**src/rtl/core/ipba_pkg.sv**
```systemverilog
`timescale 1ns / 1ps

package ipba_pkg;

  // command codes
  localparam logic [1:0] CMD_USE   = 2'd0;
  localparam logic [1:0] CMD_FREE  = 2'd1;
  localparam logic [1:0] CMD_QUERY = 2'd2;

  // status codes
  localparam logic [1:0] ST_OK         = 2'd0;
  localparam logic [1:0] ST_NOT_MEMBER = 2'd1;
  localparam logic [1:0] ST_DOUBLE     = 2'd2;
  localparam logic [1:0] ST_BEYOND     = 2'd3;

  // configuration register indexes
  localparam logic [1:0] REG_BASE_FIRST  = 2'd0;
  localparam logic [1:0] REG_BASE_MIDDLE = 2'd1;
  localparam logic [1:0] REG_BASE_TAIL   = 2'd2;
  localparam logic [1:0] REG_POOL_LIMIT  = 2'd3;

  localparam int CFG_IDX_W  = 2;
  localparam int CFG_DATA_W = 64;
  localparam int ROW_W      = 32;
  localparam int ROW_BIT_W  = 5;
  localparam int FREE_OFF_W = 9;

  typedef struct packed {
    logic [1:0]  cmd;
    logic [31:0] id_first_word;
    logic [31:0] id_middle_words;
    logic [63:0] id_tail_bytes;
  } in_word_t;

  typedef struct packed {
    logic                  is_member;
    logic [1:0]            status;
    logic [FREE_OFF_W-1:0] free_offset;
    logic [31:0]           free_id_first_word;
    logic                  pool_full;
  } out_word_t;

  typedef struct packed {
    logic [31:0] base_first_word;
    logic [31:0] base_middle_words;
    logic [63:0] base_tail_bytes;
    logic [31:0] pool_limit;
  } cfg_t;

  // controller to datapath commands
  typedef struct packed {
    logic load;
    logic lookup;
    logic update;
    logic find;
    logic finish;
  } dp_cmd_t;

endpackage

```
**src/rtl/core/ipba_ctrl.sv**
```systemverilog
`timescale 1ns / 1ps

module ipba_ctrl
  import ipba_pkg::*;
(
  input  logic    clk,
  input  logic    rst_n,
  input  logic    start,
  output logic    busy,
  output logic    out_valid,
  output dp_cmd_t dp_cmd
);

  typedef enum logic [4:0] {
    S_IDLE   = 5'b00001,
    S_CHECK  = 5'b00010,
    S_UPDATE = 5'b00100,
    S_FIND   = 5'b01000,
    S_SCAN   = 5'b10000
  } state_t;

  state_t state_r, state_nxt;
  logic   out_valid_r;

  always_comb begin
    state_nxt = state_r;
    case (state_r)
      S_IDLE:   if (start) state_nxt = S_CHECK;
      S_CHECK:  state_nxt = S_UPDATE;
      S_UPDATE: state_nxt = S_FIND;
      S_FIND:   state_nxt = S_SCAN;
      S_SCAN:   state_nxt = S_IDLE;
      default:  state_nxt = S_IDLE;
    endcase
  end

  always_ff @(posedge clk) begin
    if (!rst_n) begin
      state_r     <= S_IDLE;
      out_valid_r <= 1'b0;
    end else begin
      state_r     <= state_nxt;
      out_valid_r <= (state_r == S_SCAN);
    end
  end

  assign busy          = (state_r != S_IDLE);
  assign out_valid     = out_valid_r;
  assign dp_cmd.load   = (state_r == S_IDLE) && start;
  assign dp_cmd.lookup = (state_r == S_CHECK);
  assign dp_cmd.update = (state_r == S_UPDATE);
  assign dp_cmd.find   = (state_r == S_FIND);
  assign dp_cmd.finish = (state_r == S_SCAN);

endmodule

```
**src/rtl/core/ipba_dp.sv**
```systemverilog
`timescale 1ns / 1ps

module ipba_dp
  import ipba_pkg::*;
#(
  parameter int CAPACITY = 256
) (
  input  logic      clk,
  input  logic      rst_n,
  input  dp_cmd_t   dp_cmd,
  input  cfg_t      cfg,
  input  in_word_t  in_data,
  output out_word_t out_data
);

  localparam int ROWS   = (CAPACITY + ROW_W - 1) / ROW_W;
  localparam int ROW_AW = (ROWS > 1) ? $clog2(ROWS) : 1;
  localparam int OFF_W  = $clog2(CAPACITY + 1);

  // item registers
  in_word_t              in_r;
  logic                  member_r;
  logic                  beyond_r;
  logic [ROW_AW-1:0]     row_r;
  logic [ROW_BIT_W-1:0]  bit_r;
  logic [1:0]            status_r;
  logic [ROW_AW-1:0]     find_row_r;
  logic                  any_free_r;
  out_word_t             out_r;

  // bitmap storage: rows in memory, per-row valid and full flags in flops
  logic [ROW_W-1:0]      mem [ROWS];
  logic [ROW_W-1:0]      rd_data_r;
  logic                  rd_vld_r;
  logic [ROWS-1:0]       row_vld_r;
  logic [ROWS-1:0]       row_full_r;

  logic [31:0]           off;
  logic                  member;
  logic [ROW_AW-1:0]     rd_addr;
  logic [ROW_W-1:0]      row_cur;
  logic [ROW_W-1:0]      row_new;
  logic                  row_we;
  logic [1:0]            status_nxt;
  logic [ROW_W-1:0]      last_pad;
  logic [ROW_W-1:0]      row_pad;
  logic [ROW_W-1:0]      scan_row;
  logic                  free_found;
  logic [ROW_AW-1:0]     free_row;
  logic [ROW_BIT_W-1:0]  free_bit;
  logic [OFF_W-1:0]      free_off;
  logic [31:0]           free_off_ext;

  // membership check
  assign off    = in_r.id_first_word - cfg.base_first_word;
  assign member = (in_r.id_middle_words == cfg.base_middle_words)
                  && (in_r.id_tail_bytes == cfg.base_tail_bytes)
                  && (off <= cfg.pool_limit);

  // offsets past capacity in the last row count as used
  always_comb begin
    for (int b = 0; b < ROW_W; b++) begin
      last_pad[b] = (((ROWS - 1) * ROW_W + b) >= CAPACITY);
    end
  end

  assign row_cur = rd_vld_r ? rd_data_r : '0;

  // bit update and status
  always_comb begin
    status_nxt = ST_OK;
    row_new    = row_cur;
    row_we     = 1'b0;
    if (!member_r) begin
      status_nxt = ST_NOT_MEMBER;
    end else if (beyond_r) begin
      status_nxt = ST_BEYOND;
    end else begin
      case (in_r.cmd)
        CMD_USE: begin
          status_nxt     = row_cur[bit_r] ? ST_DOUBLE : ST_OK;
          row_new[bit_r] = 1'b1;
          row_we         = 1'b1;
        end
        CMD_FREE: begin
          status_nxt     = row_cur[bit_r] ? ST_OK : ST_DOUBLE;
          row_new[bit_r] = 1'b0;
          row_we         = 1'b1;
        end
        default: status_nxt = ST_OK;
      endcase
    end
  end

  assign row_pad = (row_r == ROW_AW'(ROWS - 1)) ? last_pad : '0;

  // lowest row that still has a free offset
  always_comb begin
    free_found = 1'b0;
    free_row   = '0;
    for (int i = ROWS - 1; i >= 0; i--) begin
      if (!row_full_r[i]) begin
        free_found = 1'b1;
        free_row   = ROW_AW'(i);
      end
    end
  end

  assign rd_addr = dp_cmd.find ? free_row : off[ROW_AW+ROW_BIT_W-1:ROW_BIT_W];

  // lowest free bit inside the selected row
  assign scan_row = row_cur | ((find_row_r == ROW_AW'(ROWS - 1)) ? last_pad : '0);

  always_comb begin
    free_bit = '0;
    for (int b = ROW_W - 1; b >= 0; b--) begin
      if (!scan_row[b]) free_bit = ROW_BIT_W'(b);
    end
  end

  assign free_off     = any_free_r ? OFF_W'({find_row_r, free_bit}) : OFF_W'(CAPACITY);
  assign free_off_ext = 32'(free_off);

  // memory
  always_ff @(posedge clk) begin
    if (dp_cmd.update && row_we) mem[row_r] <= row_new;
    rd_data_r <= mem[rd_addr];
  end

  always_ff @(posedge clk) begin
    if (!rst_n) begin
      row_vld_r  <= '0;
      row_full_r <= '0;
      rd_vld_r   <= 1'b0;
    end else begin
      rd_vld_r <= row_vld_r[rd_addr];
      if (dp_cmd.update && row_we) begin
        row_vld_r[row_r]  <= 1'b1;
        row_full_r[row_r] <= &(row_new | row_pad);
      end
    end
  end

  // payload registers
  always_ff @(posedge clk) begin
    if (dp_cmd.load) in_r <= in_data;
    if (dp_cmd.lookup) begin
      member_r <= member;
      beyond_r <= (off >= 32'(CAPACITY));
      row_r    <= off[ROW_AW+ROW_BIT_W-1:ROW_BIT_W];
      bit_r    <= off[ROW_BIT_W-1:0];
    end
    if (dp_cmd.update) status_r <= status_nxt;
    if (dp_cmd.find) begin
      find_row_r <= free_row;
      any_free_r <= free_found;
    end
    if (dp_cmd.finish) begin
      out_r.is_member          <= member_r;
      out_r.status             <= status_r;
      out_r.free_offset        <= free_off_ext[FREE_OFF_W-1:0];
      out_r.free_id_first_word <= cfg.base_first_word + free_off_ext;
      out_r.pool_full          <= !any_free_r;
    end
  end

  assign out_data = out_r;

endmodule

```
**src/rtl/core/id_pool_bitmap_allocator.sv**
```systemverilog
`timescale 1ns / 1ps

// identifier pool allocator with a usage bitmap and lowest-free search
// input channel: an item (command plus 128-bit identifier on in_data) is
//   taken at a clock edge where start is high and busy is low
// result channel: one word per item on out_data, valid for exactly one cycle
//   while out_valid is high; the receiver cannot stall, so nothing waits
// config port: cfg_we, cfg_index, cfg_wdata write one register per edge;
//   the user writes only while the block is idle; not enforced by the block
// sequence: the item passes check, update, row search and in-row scan,
//   one state each; out_valid rises after the scan state, and a new item
//   may be taken while out_valid is high, not before the last is through
// the sequence is set by the bitmap memory port: one read for the touched
//   row, then one read for the lowest non-full row
// reset: bitmap reads as all free (per-row valid flags), base registers
//   clear to zero, pool limit goes to all ones, no clearing pass needed
module id_pool_bitmap_allocator
  import ipba_pkg::*;
#(
  parameter int CAPACITY = 256
) (
  input  logic                  clk,
  input  logic                  rst_n,
  // input channel
  input  logic                  start,
  output logic                  busy,
  input  in_word_t              in_data,
  // result channel
  output logic                  out_valid,
  output out_word_t             out_data,
  // config port
  input  logic                  cfg_we,
  input  logic [CFG_IDX_W-1:0]  cfg_index,
  input  logic [CFG_DATA_W-1:0] cfg_wdata
);

  cfg_t    cfg_r;
  dp_cmd_t dp_cmd;

  // config registers
  always_ff @(posedge clk) begin
    if (!rst_n) begin
      cfg_r.base_first_word   <= '0;
      cfg_r.base_middle_words <= '0;
      cfg_r.base_tail_bytes   <= '0;
      cfg_r.pool_limit        <= '1;
    end else if (cfg_we) begin
      case (cfg_index)
        REG_BASE_FIRST:  cfg_r.base_first_word   <= cfg_wdata[31:0];
        REG_BASE_MIDDLE: cfg_r.base_middle_words <= cfg_wdata[31:0];
        REG_BASE_TAIL:   cfg_r.base_tail_bytes   <= cfg_wdata;
        REG_POOL_LIMIT:  cfg_r.pool_limit        <= cfg_wdata[31:0];
        default: ;
      endcase
    end
  end

  // sequencer
  ipba_ctrl u_ctrl (
    .clk       (clk),
    .rst_n     (rst_n),
    .start     (start),
    .busy      (busy),
    .out_valid (out_valid),
    .dp_cmd    (dp_cmd)
  );

  // membership, bitmap and search
  ipba_dp #(
    .CAPACITY (CAPACITY)
  ) u_dp (
    .clk      (clk),
    .rst_n    (rst_n),
    .dp_cmd   (dp_cmd),
    .cfg      (cfg_r),
    .in_data  (in_data),
    .out_data (out_data)
  );

endmodule
```
**config.mk**
```make
export PLATFORM = sky130hd
export DESIGN_NAME = id_pool_bitmap_allocator
export DESIGN_NICKNAME = d
export VERILOG_FILES = /design/src/rtl/core/ipba_pkg.sv /design/src/rtl/core/ipba_ctrl.sv /design/src/rtl/core/ipba_dp.sv /design/src/rtl/core/id_pool_bitmap_allocator.sv
export SDC_FILE = /design/constraint.sdc
export NUM_CORES = 1
export LEC_CHECK = 0
export BUFFER_PORTS_ARGS = -buffer_cell sky130_fd_sc_hd__buf_2
export CAP_MARGIN = 15
export CORE_MARGIN = 2
export CORE_UTILIZATION = 54
export DETAILED_ROUTE_END_ITERATION = 16
export HOLD_SLACK_MARGIN = 0.05
export MAX_ROUTING_LAYER = met4
export PLACE_DENSITY = 0.76
export SYNTH_ARGS = -nofsm -noshare
export SYNTH_HDL_FRONTEND = slang
export SYNTH_SLANG_ARGS = --single-unit
```
**constraint.sdc**
```tcl
create_clock -name clk -period 4.55 [get_ports clk]
set_input_delay 0.91 -clock clk [delete_from_list [all_inputs] [get_ports clk]]
set_output_delay 0.91 -clock clk [all_outputs]
set_load 0.01 [all_outputs]
```
==> results.md, run 1 <==
- Mapped Nets: 2508
- Final Hold Fails: 0
- Drt first pass iters: 5
- Crit path launch: u_dp.in_r[96]$_DFFE_PP_
- Mux cell area share after synthesis: 0.0750
- Starting Density: 0.546
- Global-route wire length before repair: 110000 um
- Setup crit end kind: flop
- Worst-path fanout max: 3
- Dpl hpwl: 48100 um
- Post-Synth XOR/XNOR Area: 0.0443
- DR vias/cell: 5.78
- Clk_lat worst skew: 0.60 ns
- DIE HEIGHT: 234 um
- Sinks on Clock Net: 661
- Simple-gate share of the synthesized area: 0.105
- Path depth of the worst reg2reg path: 22
- Critical Path RT: 5.00 ns
- Total power: 14100 uW
- Post-DRT Antenna Nets: 0
- Clock Skew: 0.0176 ns
- Flop2flop setup slack: 0.09 ns
- Fraction of layout cells with a size suffix above 1: 0.241
- Post-synth EDFFs: 446
- FMAX: 0.224 GHz
- Final period util: 0.981
- Grt ovf: 0
- Avg Cell Area, Syn: 12.8 um2
- Ports: 247
- Worst Hold Path Cells: 0
- Slew headroom: 0.233
- Area grow syn2layout: 17.8%
- Placed cell count: 3162
- Post-layout util: 0.643
- Maximum vdd ir drop: 0.314 mV
- Leak: 0.0120 uW
- Ys Warns: 0
- Largest family of logic cells by synthesized area: simple AND/OR/NAND/NOR gates
- Synth Area in Compound Gates: 0.0981
- Post-synthesis sequential area ratio: 0.618
- Worst-path clk slew: 0.06 ns
- Vias post-DR: 19108
- Synth cell types: 81
- CP Launch Type: flop
- Flops & latches, synth: 661
- Status: complete, no violations
- Async set or reset register ratio after synthesis: 0
- Max_cap viols: 0
- DR DRC count: 0
- Area of the core: 52400 um2
- Worst Setup Path Type: reg2reg
- Std-Cell Rows: 84
- FF-to-FF Start: u_dp.in_r[96]$_DFFE_PP_
- Arrival time worst endpoint: 4.92 ns
- Finish-stage setup viols: 0
- Ys flop type: edfxtp_1
- Gp weighted congestion: 0.939
- Cts bufs inserted: 69
- Max-slew violations: 0
- Nets: 2830
- Reg-to-reg endpoint: u_dp.member_r$_DFFE_PP_
- Mapped Area: 28600 um2
- CTS tree: yes
- Max clock buf depth: 3
- Synthesized instance count: 2234
- CP endpoint: u_dp.member_r$_DFFE_PP_
- Vias in the first global route: 19249
- Worst slew pin tran: 1.15 ns
- WL final: 71700 um
- Post-layout min period: 4.46 ns
- Adder-Cell Fraction of Synth Area: 0.0329
- DRC marker count from the first detailed-route iteration: 1490
- Die area: 54900 um2
- Initial antenna violation count: 6
- HP Class: reg2reg
- Fin cells: 3306
- Tot GR Track Use: 0.273
- RSZ-0062 raised after global routing: true
- CTS Root Cell: clkbuf_16
- Final hold slack: 0.421 ns
- H-Tree Level Count: 3
- IO Port Bufs: 246
- PD cells: 417 nW/um2
- Largest net degree at the start of global routing: 102
- Die Span X: 234 um
- Routed wire per std cell: 21.7 um
placed cells by master (no fill, tap or decap), drive strengths merged, types with 45 or more instances in the layout:
cell    count
a21boi    136
xnor2      62
ha         72
dfxtp     215
xor2       82
clkbuf     98
nor2       61
o211ai     45
nand3      49
nand2     352
inv       111
mux4       74
edfxtp    446
buf       345
o21ai      55
worst max-delay path, cell delays in order, from the launching register on:
cell       delay [ns]
edfxtp_1         0.39
inv_2            0.08
ha_4             0.13
inv_2            0.04
fa_2             0.40
a211oi_2         0.25
o21a_1           0.21
o221ai_4         0.15
a211oi_4         0.34
buf_4            0.19
o2111ai_2        0.11
o311ai_2         0.14
ha_1             0.30
a21o_1           0.16
a21o_1           0.14
a221o_1          0.29
a21o_1           0.15
a21o_1           0.15
a21oi_2          0.10
nor2_1           0.06
a2111oi_2        0.24
o41ai_2          0.12
a21oi_1          0.14
how the worst min path moves through the flow:
stage,from,to
after floorplan,u_dp.status_r[0]$_SDFFCE_PP1N_,u_dp.out_data[42]$_DFFE_PP_
after global placement,u_dp.status_r[0]$_SDFFCE_PP1N_,u_dp.out_data[42]$_DFFE_PP_
after detailed placement,u_dp.status_r[0]$_SDFFCE_PP1N_,u_dp.out_data[42]$_DFFE_PP_
after CTS,u_dp.status_r[0]$_SDFFCE_PP1N_,u_dp.out_data[42]$_DFFE_PP_
after global routing,u_dp.status_r[0]$_SDFFCE_PP1N_,u_dp.out_data[42]$_DFFE_PP_
final,u_dp.status_r[0]$_SDFFCE_PP1N_,u_dp.out_data[42]$_DFFE_PP_
report_power, final:
part | switching [uW] | leakage (uW) | internal, uW
Combinational | 880 | 0.00534 | 739
Clock | 2300 | 0.00112 | 3330
Sequential | 186 | 0.00558 | 6620
Total | 3370 | 0.0120 | 10700
registers in the layout, summed over array words and instances (netlist names):
name              count
cfg_r               160
u_ctrl.out_valid      1
u_ctrl.state_r        5
u_dp.any_free_r       1
u_dp.beyond_r         1
u_dp.bit_r            5
u_dp.find_row_r       3
u_dp.in_r           130
u_dp.mem            256
u_dp.member_r         1
u_dp.out_data        44
u_dp.rd_data_r       32
u_dp.rd_vld_r         1
u_dp.row_full_r       8
u_dp.row_r            3
u_dp.row_vld_r        8
u_dp.status_r         2
through the flow:
stage / setup WS [ns] / cell area (um2) / TNS [ns]
2_1_floorplan: 0.0818 / 28600 / 0
3_3_place_gp: -0.161 / 31200 / -0.928
3_5_place_dp: -0.260 / 31200 / -1.93
4_1_cts: 0.0123 / 33500 / 0
5_1_grt: -0.159 / 33700 / -0.180
6_report: 0.0879 / 33700 / 0
cell families after synthesis:
| group | count (synthesis) |
|---|---|
| AND/OR/NAND/NOR | 643 |
| XOR/XNOR | 144 |
| AO/OA/AOI/OAI | 392 |
| adder cells (fa/ha/maj) | 74 |
| flip-flops | 661 |
| multiplexers | 118 |
| buffers and inverters | 202 |
repair_timing:
item                                    in CTS  in global routing
endpoints found under the setup margin      11                 21
buffers inserted                             3                  8
hold buffers                                 0                  0
resized for setup                           14                 38
hold endpoints to repair                     0                  0
gates cloned                                 0                  0
pin swaps                                   10                 33
layer usage:
layer,vias up,track usage,share of wire
li1,8870,-,-
met1,9445,0.337,0.41
met2,663,0.456,0.50
met3,130,0.0505,0.063
met4,0,0.0852,0.026
met5,-,-,0
synth_stat cells, drive strengths merged, types with 25 or more instances:
library cell	number	area share
a21boi	136	0.036
a21oi	39	0.0068
clkbuf	76	0.010
dfxtp	215	0.15
edfxtp	446	0.47
ha	72	0.031
inv	108	0.014
mux2	32	0.013
mux4	74	0.058
nand2	352	0.046
nand3	49	0.0086
nand4	36	0.0079
nor2	61	0.0080
nor3	25	0.0047
nor4	30	0.0078
o211ai	45	0.012
o21ai	55	0.0099
xnor2	62	0.019
xor2	82	0.025
layout make-up:
cell class	instances	area, um2
diodes	6	15.0
clock buffers	98	1980
clock inverters	29	294
fillers	3802	18700
inverters	108	405
multi-input cells	1371	10400
flip-flops and latches	661	17700
well taps	688	861
repair buffers	345	2030
Power figures use the tool's default switching activity.
==> inputs of run 2 (changes only) <==
--- a/config.mk
+++ b/config.mk
@@ -7,12 +7,14 @@
 export LEC_CHECK = 0
 export BUFFER_PORTS_ARGS = -buffer_cell sky130_fd_sc_hd__buf_2
 export CAP_MARGIN = 15
+export CELL_PAD_IN_SITES_DETAIL_PLACEMENT = 1
+export CELL_PAD_IN_SITES_GLOBAL_PLACEMENT = 2
 export CORE_MARGIN = 2
-export CORE_UTILIZATION = 54
+export CORE_UTILIZATION = 38
 export DETAILED_ROUTE_END_ITERATION = 16
 export HOLD_SLACK_MARGIN = 0.05
 export MAX_ROUTING_LAYER = met4
-export PLACE_DENSITY = 0.76
+export PLACE_DENSITY_LB_ADDON = 0.1
 export SYNTH_ARGS = -nofsm -noshare
 export SYNTH_HDL_FRONTEND = slang
 export SYNTH_SLANG_ARGS = --single-unit
==> run 2 against run 1 <==
- the run now ends with setup timing left
- non-clock buffer count grew 73
- clock power grew 4.3%
- clock skew shrank 0.0038 ns
- first-iteration DRC count shrank 36%
- cell count grew 11%
- sequential share of layout area shrank 1.6 points
- via count is essentially flat
- final area grew 3.1%
- critical endpoint unchanged
- highest routed layer unchanged
==> results.md, run 2 (same netlist as run 1, synthesis figures left out) <==
- Total negative slack: -0.000415 ns
- DR DRC count: 0
- Hold buffer count at cts: 0
- Cts bufs inserted: 74
- Die area: 77600 um2
- Max_cap viols: 0
- Max-slew violations: 0
- Commonest non-fill, non-tap cells in the layout: edfxtp_1, nand2_1, buf_2
- Fill cell count: 7789
- Post-DRT Antenna Nets: 0
- Post-layout util: 0.466
- Clock Skew: 0.0138 ns
- H-Tree Level Count: 3
- DR vias/cell: 5.21
- Worst Setup Path Type: reg2reg
- Fraction of layout cells with a size suffix above 1: 0.264
- Final Hold Fails: 0
- Area grow syn2layout: 21.4%
- DIE HEIGHT: 278 um
- Critical-path top delay cell: fa_2
- Initial antenna violation count: 7
- Die Span X: 278 um
- Global-route wire length before repair: 126000 um
- Starting Density: 0.384
- Std-Cell Rows: 100
- DP Worst Slack: -0.499 ns
- Grt ovf: 0
- Vias post-DR: 19103
- Commonest non-fill, non-tap cell in the layout: edfxtp_1
- Largest registers: u_dp.mem x256, cfg_r x160, u_dp.in_r x130
- Nets: 2908
- Post-layout min period: 4.55 ns
- CTS tree: yes
- Maximum vdd ir drop: 0.222 mV
- Dpl hpwl: 58700 um
- Worst-path clk slew: 0.06 ns
- Leak: 0.0125 uW
- Slew headroom: 0.235
- Max clock buf depth: 3
- Clk_lat worst skew: 0.61 ns
- Vias in the first global route: 20692
- Largest net degree at the start of global routing: 79
- IO Port Bufs: 246
- Most flops, register: u_dp.mem
- Max reg flops: 256
- Setup crit end kind: flop
- Worst-path fanout max: 4
- Status: finished, violations left
- Ports: 247
- Worst slew pin tran: 1.15 ns
- Worst path max stage delay: 0.39 ns
- HP Class: reg2reg
- Drt first pass iters: 5
- Finish-stage setup viols: 1
- Tot GR Track Use: 0.222
- WL final: 83700 um
- Final hold slack: 0.430 ns
- Area occupied by multi-input gates: 10500 um2
- CTS Root Cell: clkbuf_16
- Gp weighted congestion: 0.815
- Sinks on Clock Net: 661
- Area of the core: 74600 um2
- CP Launch Type: flop
- Final setup slack of the worst path: -0.000415 ns
- Critical Path RT: 4.99 ns
- FMAX: 0.220 GHz
- Failing checks: setup timing
- Final period util: 1.00
- RSZ-0062 raised after global routing: true
- Reg area: 17700 um2
- Arrival time worst endpoint: 4.99 ns
- Worst-path cell chain: inv_1, ha_2, inv_2, fa_2, a211oi_2, o21a_1, o221ai_4, a211oi_4, buf_4, o2111ai_2, o311ai_2, ha_1, buf_4, nand4_1, inv_1, a221o_1, a21o_1, a21o_1, a21oi_2, nor2_2, a2111oi_4, o41ai_4, a21oi_1
- PD cells: 414 nW/um2
- Routed wire per std cell: 22.8 um
- DRC marker count from the first detailed-route iteration: 957
[run 2: cell types whose count changed in the layout (fill, tap and decap cells not counted), sizes merged]
cell,before,now
bufinv,5,6
clkbuf,98,105
clkinv,21,20
inv,111,109
buf,345,418
clkinvlp,0,2
[run 2: cell type report]
type                            instances  share of cell area
Inverter                              108              0.0117
Antenna cell                            6            0.000432
Clock inverter                         29             0.00885
Timing Repair Buffer                  418              0.0744
Multi-Input combinational cell       1371               0.302
Sequential cell                       661               0.509
Clock buffer                          105              0.0590
Tap cell                              969              0.0349
[run 2: layer usage]
metal	track usage	vias to the layer above	wire length (um)
met3	0.0301	120	2400
li1	-	9033	-
met5	-	-	0
met2	0.402	293	44700
met4	0.0587	0	2060
met1	0.258	9657	34500
[run 2: path summary, 6_finish.rpt]
check / startpoint / to / slack [ns] / depth (start not counted)
min reg2reg: u_dp.status_r[0]$_SDFFCE_PP1N_ / u_dp.out_data[42]$_DFFE_PP_ / 0.43 / 0
max reg2reg: u_dp.in_r[96]$_DFFE_PP_ / u_dp.member_r$_DFFE_PP_ / -0.0004 / 23
max: u_dp.in_r[96]$_DFFE_PP_ / u_dp.member_r$_DFFE_PP_ / -0.0004 / 23
min: u_dp.status_r[0]$_SDFFCE_PP1N_ / u_dp.out_data[42]$_DFFE_PP_ / 0.43 / 0
[run 2: what timing repair did]
action                     CTS  global route
pin swaps                   25            35
setup endpoints to repair   11            25
setup buffers               28            12
gates resized for setup     22            46
[run 2: critical path, delay by kind of cell, from the launching register on]
| family | cells | cell delay, ns |
|---|---|---|
| AO/OA/AOI/OAI | 13 | 2.47 |
| flip-flops | 1 | 0.36 |
| AND/OR/NAND/NOR | 2 | 0.18 |
| buffers and inverters | 5 | 0.48 |
| adder cells (fa/ha/maj) | 3 | 0.87 |
[run 2: per-stage QoR]
step / cell area (um2) / std cells / power [uW]
4_1_cts: 34500 / 3658 / 14600
3_3_place_gp: 31900 / 3496 / 8570
5_1_grt: 34800 / 3667 / 15000
6_report: 34800 / 3667 / 14400
2_1_floorplan: 28600 / 2234 / 7940
3_5_place_dp: 31900 / 3496 / 8620
[run 2: power by group]
part | total, uW | internal (uW) | switching [uW]
clock network | 5870 | 3480 | 2390
registers | 6800 | 6620 | 184
logic | 1710 | 780 | 935
total | 14400 | 10900 | 3510
